File: src/hw/rtl/lps_pkg.sv
// Types and constants shared by the LED pattern sequencer modules.
// No dependencies.
`default_nettype none

package lps_pkg;

    localparam int CFG_INDEX_W = 3;
    localparam int TICK_W      = 16;

    localparam logic [CFG_INDEX_W-1:0] CFG_SHORT_ON     = 3'd0;
    localparam logic [CFG_INDEX_W-1:0] CFG_SHORT_PERIOD = 3'd1;
    localparam logic [CFG_INDEX_W-1:0] CFG_LONG_ON      = 3'd2;
    localparam logic [CFG_INDEX_W-1:0] CFG_LONG_PERIOD  = 3'd3;
    localparam logic [CFG_INDEX_W-1:0] CFG_TIMEOUT      = 3'd4;
    localparam logic [CFG_INDEX_W-1:0] CFG_FAST_CYCLES  = 3'd5;

    localparam logic [TICK_W-1:0] RST_SHORT_ON     = 16'd100;
    localparam logic [TICK_W-1:0] RST_SHORT_PERIOD = 16'd200;
    localparam logic [TICK_W-1:0] RST_LONG_ON      = 16'd1000;
    localparam logic [TICK_W-1:0] RST_LONG_PERIOD  = 16'd2000;
    localparam logic [TICK_W-1:0] RST_TIMEOUT      = 16'd10000;
    localparam logic [TICK_W-1:0] RST_FAST_CYCLES  = 16'd3;

    localparam logic OP_TICK = 1'b0;
    localparam logic OP_SET  = 1'b1;

    typedef enum logic [2:0] {
        PAT_IDLE     = 3'd0,
        PAT_ON       = 3'd1,
        PAT_OFF      = 3'd2,
        PAT_ONCE     = 3'd3,
        PAT_SLOW     = 3'd4,
        PAT_FAST     = 3'd5,
        PAT_FLASH    = 3'd6,
        PAT_FINISHED = 3'd7
    } pattern_t;

    typedef struct packed {
        logic [TICK_W-1:0] short_on;
        logic [TICK_W-1:0] short_period;
        logic [TICK_W-1:0] long_on;
        logic [TICK_W-1:0] long_period;
        logic [TICK_W-1:0] timeout;
        logic [TICK_W-1:0] fast_cycles;
    } cfg_t;

    typedef struct packed {
        pattern_t          pattern;
        logic [TICK_W-1:0] blink;
        logic [TICK_W-1:0] cycles;
        logic              led;
    } state_t;

    typedef struct packed {
        logic led_on;
        logic timer_restart;
        logic battery_check_clear;
    } result_t;

endpackage

`default_nettype wire

File: src/hw/rtl/lps_cfg.sv
// Configuration register bank of the LED pattern sequencer.
// Depends on lps_pkg for the register indexes, reset values and cfg_t.
`default_nettype none

module lps_cfg
    import lps_pkg::*;
(
    input  wire logic                   clk,
    input  wire logic                   rst_n,
    input  wire logic                   wr_en,
    input  wire logic [CFG_INDEX_W-1:0] wr_index,
    input  wire logic [TICK_W-1:0]      wr_data,
    output cfg_t                        cfg
);

    cfg_t cfg_reg;
    cfg_t cfg_next;

    always_comb
    begin
        cfg_next = cfg_reg;
        if (wr_en)
        begin
            case (wr_index)
                CFG_SHORT_ON:     cfg_next.short_on     = wr_data;
                CFG_SHORT_PERIOD: cfg_next.short_period = wr_data;
                CFG_LONG_ON:      cfg_next.long_on      = wr_data;
                CFG_LONG_PERIOD:  cfg_next.long_period  = wr_data;
                CFG_TIMEOUT:      cfg_next.timeout      = wr_data;
                CFG_FAST_CYCLES:  cfg_next.fast_cycles  = wr_data;
                default:          cfg_next = cfg_reg;
            endcase
        end
    end

    always_ff @(posedge clk or negedge rst_n)
    begin
        if (!rst_n)
        begin
            cfg_reg.short_on     <= RST_SHORT_ON;
            cfg_reg.short_period <= RST_SHORT_PERIOD;
            cfg_reg.long_on      <= RST_LONG_ON;
            cfg_reg.long_period  <= RST_LONG_PERIOD;
            cfg_reg.timeout      <= RST_TIMEOUT;
            cfg_reg.fast_cycles  <= RST_FAST_CYCLES;
        end
        else
        begin
            cfg_reg <= cfg_next;
        end
    end

    assign cfg = cfg_reg;

endmodule

`default_nettype wire

File: src/hw/rtl/lps_step.sv
// Next-state and result logic for one beat of the LED pattern sequencer.
// Depends on lps_pkg for pattern codes, cfg_t, state_t and result_t.
`default_nettype none

module lps_step
    import lps_pkg::*;
(
    input  wire cfg_t              cfg,
    input  wire state_t            state_cur,
    input  wire logic              opcode,
    input  wire logic [2:0]        new_pattern,
    input  wire logic [TICK_W-1:0] elapsed_ticks,
    output state_t                 state_nxt,
    output result_t                res
);

    typedef struct packed {
        logic              led;
        logic [TICK_W-1:0] count;
        logic              done;
    } blink_t;

    function automatic blink_t blink_step(input logic [TICK_W-1:0] cnt,
                                          input logic              led,
                                          input logic [TICK_W-1:0] on_last,
                                          input logic [TICK_W-1:0] period_last);
        blink_t            r;
        logic [TICK_W-1:0] inc;
        r.led = led;
        if (cnt <= on_last)
        begin
            r.led = 1'b1;
        end
        else if (cnt <= period_last)
        begin
            r.led = 1'b0;
        end
        inc     = cnt + {{(TICK_W-1){1'b0}}, 1'b1};
        r.count = inc;
        r.done  = 1'b0;
        if (period_last < inc)
        begin
            r.count = '0;
            r.done  = 1'b1;
        end
        return r;
    endfunction

    blink_t slow_b;
    blink_t fast_b;

    assign slow_b = blink_step(state_cur.blink, state_cur.led, cfg.long_on, cfg.long_period);
    assign fast_b = blink_step(state_cur.blink, state_cur.led, cfg.short_on, cfg.short_period);

    always_comb
    begin
        state_nxt               = state_cur;
        res.timer_restart       = 1'b0;
        res.battery_check_clear = 1'b0;
        if (opcode == OP_SET)
        begin
            state_nxt.pattern = pattern_t'(new_pattern);
            state_nxt.blink   = '0;
            state_nxt.cycles  = '0;
            res.timer_restart = 1'b1;
        end
        else if (elapsed_ticks < cfg.timeout)
        begin
            case (state_cur.pattern)
                PAT_ON:
                begin
                    state_nxt.led = 1'b1;
                end
                PAT_OFF:
                begin
                    state_nxt.led = 1'b0;
                end
                PAT_ONCE:
                begin
                    if (!state_cur.led)
                    begin
                        state_nxt.led     = 1'b1;
                        state_nxt.pattern = PAT_FINISHED;
                    end
                end
                PAT_SLOW:
                begin
                    state_nxt.led   = slow_b.led;
                    state_nxt.blink = slow_b.count;
                end
                PAT_FAST:
                begin
                    if (state_cur.cycles < cfg.fast_cycles)
                    begin
                        state_nxt.led   = fast_b.led;
                        state_nxt.blink = fast_b.count;
                        if (fast_b.done)
                        begin
                            state_nxt.cycles = state_cur.cycles + {{(TICK_W-1){1'b0}}, 1'b1};
                        end
                    end
                end
                PAT_FLASH:
                begin
                    if (state_cur.blink <= cfg.short_on)
                    begin
                        state_nxt.led = 1'b1;
                    end
                    else if (state_cur.led)
                    begin
                        state_nxt.led     = 1'b0;
                        state_nxt.pattern = PAT_FINISHED;
                    end
                    if (state_cur.blink != {TICK_W{1'b1}})
                    begin
                        state_nxt.blink = state_cur.blink + {{(TICK_W-1){1'b0}}, 1'b1};
                    end
                end
                default:
                begin
                    state_nxt = state_cur;
                end
            endcase
        end
        else if (state_cur.pattern != PAT_IDLE && state_cur.pattern != PAT_ON)
        begin
            state_nxt.pattern       = PAT_IDLE;
            state_nxt.led           = 1'b0;
            res.battery_check_clear = 1'b1;
        end
        res.led_on = state_nxt.led;
    end

endmodule

`default_nettype wire

File: src/hw/rtl/led_pattern_sequencer.sv
// Top level of the LED pattern sequencer: input register, state, result register.
// Depends on lps_pkg, lps_cfg and lps_step.
//
//   channel | handshake            | beat contents
//   --------+----------------------+------------------------------------------
//   in      | in_valid / in_ready  | opcode, new_pattern, elapsed_ticks
//   out     | out_valid / out_ready| led_on, timer_restart, battery_check_clear
//   cfg     | cfg_valid / cfg_ready| cfg_index, cfg_data
//
// One beat per cycle while out is not stalled; a beat is registered on entry
// in the input register, stepped against the pattern state and held in the
// result register for out. The state update of the step stage sets the rate.
// Reset clears the pattern state and loads the configuration defaults.
// A stalled out channel holds the result register, then the input register.
`default_nettype none

module led_pattern_sequencer
    import lps_pkg::*;
(
    input  wire logic                   clk,
    input  wire logic                   rst_n,

    input  wire logic                   in_valid,
    output wire logic                   in_ready,
    input  wire logic                   opcode,
    input  wire logic [2:0]             new_pattern,
    input  wire logic [TICK_W-1:0]      elapsed_ticks,

    output wire logic                   out_valid,
    input  wire logic                   out_ready,
    output wire logic                   led_on,
    output wire logic                   timer_restart,
    output wire logic                   battery_check_clear,

    input  wire logic                   cfg_valid,
    output wire logic                   cfg_ready,
    input  wire logic [CFG_INDEX_W-1:0] cfg_index,
    input  wire logic [TICK_W-1:0]      cfg_data
);

    cfg_t              cfg;
    state_t            state_reg;
    state_t            state_next;
    result_t           res_next;
    result_t           res_reg;
    logic              in_vld_reg;
    logic              out_vld_reg;
    logic              op_reg;
    logic [2:0]        pat_reg;
    logic [TICK_W-1:0] elapsed_reg;
    logic              adv;
    logic              take;

    assign cfg_ready = 1'b1;

    lps_cfg u_cfg (
        .clk      (clk),
        .rst_n    (rst_n),
        .wr_en    (cfg_valid),
        .wr_index (cfg_index),
        .wr_data  (cfg_data),
        .cfg      (cfg)
    );

    lps_step u_step (
        .cfg           (cfg),
        .state_cur     (state_reg),
        .opcode        (op_reg),
        .new_pattern   (pat_reg),
        .elapsed_ticks (elapsed_reg),
        .state_nxt     (state_next),
        .res           (res_next)
    );

    assign adv      = in_vld_reg && (!out_vld_reg || out_ready);
    assign in_ready = !in_vld_reg || adv;
    assign take     = in_valid && in_ready;

    always_ff @(posedge clk or negedge rst_n)
    begin
        if (!rst_n)
        begin
            in_vld_reg        <= 1'b0;
            out_vld_reg       <= 1'b0;
            state_reg.pattern <= PAT_IDLE;
            state_reg.blink   <= '0;
            state_reg.cycles  <= '0;
            state_reg.led     <= 1'b0;
        end
        else
        begin
            if (take)
            begin
                in_vld_reg <= 1'b1;
            end
            else if (adv)
            begin
                in_vld_reg <= 1'b0;
            end
            if (adv)
            begin
                out_vld_reg <= 1'b1;
                state_reg   <= state_next;
            end
            else if (out_ready)
            begin
                out_vld_reg <= 1'b0;
            end
        end
    end

    always_ff @(posedge clk)
    begin
        if (take)
        begin
            op_reg      <= opcode;
            pat_reg     <= new_pattern;
            elapsed_reg <= elapsed_ticks;
        end
        if (adv)
        begin
            res_reg <= res_next;
        end
    end

    assign out_valid           = out_vld_reg;
    assign led_on              = res_reg.led_on;
    assign timer_restart       = res_reg.timer_restart;
    assign battery_check_clear = res_reg.battery_check_clear;

    a_hold_when_full: assert property (@(posedge clk) disable iff (!rst_n)
        (in_vld_reg && out_vld_reg && !out_ready) |-> !in_ready)
        else $error("input taken while both stages are stalled");

    a_restart_xor_clear: assert property (@(posedge clk) disable iff (!rst_n)
        out_valid |-> !(timer_restart && battery_check_clear))
        else $error("restart and clear pulsed on the same beat");

    a_clear_led_off: assert property (@(posedge clk) disable iff (!rst_n)
        (out_valid && battery_check_clear) |-> !led_on)
        else $error("LED lit on a timeout beat");

    a_clear_goes_idle: assert property (@(posedge clk) disable iff (!rst_n)
        (adv && res_next.battery_check_clear) |=> (state_reg.pattern == PAT_IDLE))
        else $error("timeout did not return the pattern to idle");

    a_set_clears_counts: assert property (@(posedge clk) disable iff (!rst_n)
        (adv && op_reg == OP_SET) |=> (state_reg.blink == '0 && state_reg.cycles == '0))
        else $error("set beat left counters nonzero");

endmodule

`default_nettype wire
File: config.mk
export PLATFORM = sky130hd
export DESIGN_NAME = led_pattern_sequencer
export DESIGN_NICKNAME = d
export VERILOG_FILES = /design/src/hw/rtl/lps_pkg.sv /design/src/hw/rtl/lps_cfg.sv /design/src/hw/rtl/lps_step.sv /design/src/hw/rtl/led_pattern_sequencer.sv
export SDC_FILE = /design/constraint.sdc
export NUM_CORES = 1
export LEC_CHECK = 0
export BUFFER_PORTS_ARGS = -buffer_cell sky130_fd_sc_hd__buf_2
export CORE_UTILIZATION = 56
export CTS_CLUSTER_DIAMETER = 200
export CTS_CLUSTER_SIZE = 25
export DETAILED_ROUTE_END_ITERATION = 10
export GPL_TIMING_DRIVEN = 0
export PLACE_DENSITY_LB_ADDON = 0.3
export SYNTH_ARGS = -nofsm -noshare
export SYNTH_HDL_FRONTEND = slang
export SYNTH_SLANG_ARGS = --single-unit
File: constraint.sdc
create_clock -name clk -period 4.2 [get_ports clk]
set_clock_uncertainty 0.2 [all_clocks]
set_input_delay 0.21 -clock clk [delete_from_list [all_inputs] [get_ports clk]]
set_output_delay 0.21 -clock clk [all_outputs]
set_load 0.1 [all_outputs]
==> impl_metrics.tcl <==
set metrics [dict create \
    synth.most_common_cell "ha_1" \
    drc 0 \
    cts_buffers 17 \
    rrSetupSlack_ps 150 \
    ctsRootBufferMaster "clkbuf_16" \
    synth_top_area_frac 0.276 \
    async_flop_share 0.854 \
    drive_gt1_frac 0.190 \
    antenna_cells 0 \
    slew_headroom 0.368 \
    dieHeight_um 135 \
    endpoint_kind "flip-flop" \
    cpLargestDelayFamily "compound AO/OA/AOI/OAI gates" \
    synth-compound-area-share 0.169 \
    seqCellArea_um2 4090 \
    synth.top_cells.by_count "ha_1 (124), nand2_1 (112), dfrtp_1 (109), inv_1 (109), o21ai_0 (83)" \
    cpPeakStageDelay_ps 430 \
    antenna_found_initial 0 \
    grt_start_max_net_pins 99 \
    rr_worst_depth 14 \
    h-tree-depth 4 \
    core-area_um2 17200 \
    die-area_um2 18200 \
    fin_crit_sh 0.964 \
    crit_type "reg2reg" \
    synth_cell_types 78 \
    power_density_nw_per_um2 463 \
    path_cells "ha_2, nand4_4, nor4_4, nand3_1, xor2_2, ha_1, a21o_1, a2111oi_4, o41ai_2, a21oi_2, and3_2, buf_4, a41oi_1, a221o_1" \
    synth_top_family_by_area "compound AO/OA/AOI/OAI gates" \
    drv_cap 0 \
    clk-insertion-delay-late_ps 440 \
    cts_tree "built" \
    maxSlewViolCount 0 \
    synthMuxAreaShare 0.0410 \
    die_w_um 135 \
    routabilityCongestion 0.929 \
    holdWs_ps 46.2 \
    ys_warn_count 0 \
    synth_nets 1179 \
    synth-seq-cells 157 \
    routed_wl_mm 25.2 \
    fin_area_um2 11800 \
    dr.pass1.iters 5 \
    ant_nets 0 \
    ys_seq_area_frac 0.412 \
    reg2reg_to "state_reg[9]" \
    fin_nets 1307 \
    grt_pass1_vias 8098 \
    area_growth_pct 19.3 \
    syn_area_um2 9880 \
    avgSynthCellArea_um2 9.77 \
    dpl-instance-area_um2 10400 \
    path_buf_inv 1 \
    crit_path_start_kind "flip-flop" \
    clockBufferDepth 2 \
    setup_violations 0 \
    cp_slowest_cell "a2111oi_4" \
    synth_ff_type "dfrtp_1" \
    p_leak_nw 5.44 \
    hp-class "in2async" \
    fmax_ghz 0.247 \
    nFillCells 1243 \
    grt.total_usage 0.296 \
    clk_pin_slew_ps 70 \
    multiInputGateArea_um2 5330 \
    r2r_start "state_reg[17]" \
    synth_adder_area_share 0.157 \
    dpl.hpwl_mm 17.9 \
    num_rows 48 \
    synthCells 1011 \
    via_per_inst 5.95 \
    cp_max_fo 10 \
    hold_viol 0 \
    synth-simple-area-share 0.145 \
    vias 8194 \
    grt.overflow.total 0 \
    wire_per_inst_um 18.3 \
    worstMarginPinSlew_ps 947 \
    drt-initial-drc-count 598 \
    crit_required_ps 4320 \
    synth_edf_count 23 \
    min_period_ps 4050 \
    outcome "completed" \
    cp.arrival_ps 4160 \
    ir_drop_mv 0.310 \
    initial_core_util 0.573 \
    synthTopCellsByArea "dfrtp_1 (28%), ha_1 (16%), edfxtp_1 (7.0%), dfstp_2 (6.6%), nand2_1 (4.3%)" \
    io_buffers 48 \
    synthXorXnorAreaFrac 0.0165 \
    grt_pass1_wl_mm 41.0 \
    largest_reg_flops 96 \
    clock-sinks 157 \
    netlist.top_cell.by_area "dfrtp_1" \
    io-pin-count 50 \
]
==> placed cells by master (no fill, tap or decap), drive strengths merged, types with 8 or more instances in the layout <==
cell           n
a21o          12
a21oi         51
a31oi          9
a41o           8
and3          19
and4           9
buf           82
clkbuf        43
dfrtp        109
dfstp         25
dlygate4sd3   40
edfxtp        23
ha           124
inv          118
mux2          36
nand2        114
nand3         18
nand4         20
nor2          34
nor2b          8
nor3          20
o21ai         85
o31ai         20
xnor2          8
xor2           8
==> stage by stage <==
step,setup slack [ps],utilization,power [W],instances,setup TNS (ps)
after floorplan,200,-,0.00319,1011,0
after global placement,-1130,0.603,0.00357,1284,-29940
after detailed placement,-1200,0.605,0.00365,1285,-32390
after CTS,19.2,0.674,0.00543,1360,0
after global routing,-20.2,0.684,0.00577,1377,-22.6
final,153,0.684,0.00546,1377,0
==> what timing repair did <==
item / in CTS / in global routing
cloned: 0 / 0
hold endpoints to repair: 230 / 0
pin swaps: 2 / 4
buffers inserted: 4 / 21
hold buffers: 40 / 0
setup endpoints to repair: 32 / 31
resized for setup: 27 / 10
==> layout make-up <==
class | instances | area share
buffer | 34 | 0.0135
clock buffer | 17 | 0.0361
clock inverter | 15 | 0.0189
inverter | 110 | 0.0350
multi-input combinational | 705 | 0.452
sequential | 157 | 0.347
tap | 225 | 0.0239
timing repair buffer | 114 | 0.0731
==> worst max-delay path by stage <==
stage | cells after the start | end | start
3_3_place_gp | 15 | state_reg[10] | state_reg[18]
4_1_cts | 16 | state_reg[27] | state_reg[24]
3_5_place_dp | 15 | state_reg[14] | state_reg[18]
6_report | 14 | state_reg[9] | state_reg[17]
5_1_grt | 16 | state_reg[10] | state_reg[22]
2_1_floorplan | 14 | state_reg[9] | state_reg[18]
==> layer usage <==
metal	vias to the layer above	part of all wire	global-route usage
met3	68	0.065	0.0571
met2	293	0.48	0.492
met5	-	0	0
li1	3910	-	-
met1	3923	0.42	0.375
met4	0	0.036	0.130
==> kinds of logic after synthesis <==
group           after synthesis
simple gates                280
mux                          36
fa+ha+maj                   124
buf+inv                     149
flops                       157
other cells                   1
xor+xnor                     17
compound gates              247
==> where the power goes <==
group	switching (W)	total [W]	leakage [nW]	internal (W)
registers	0.000194	0.00205	1.83	0.00186
clock network	0.000692	0.00171	0.316	0.00102
logic	0.00100	0.00169	3.29	0.000693
Power figures use the tool's default switching activity.
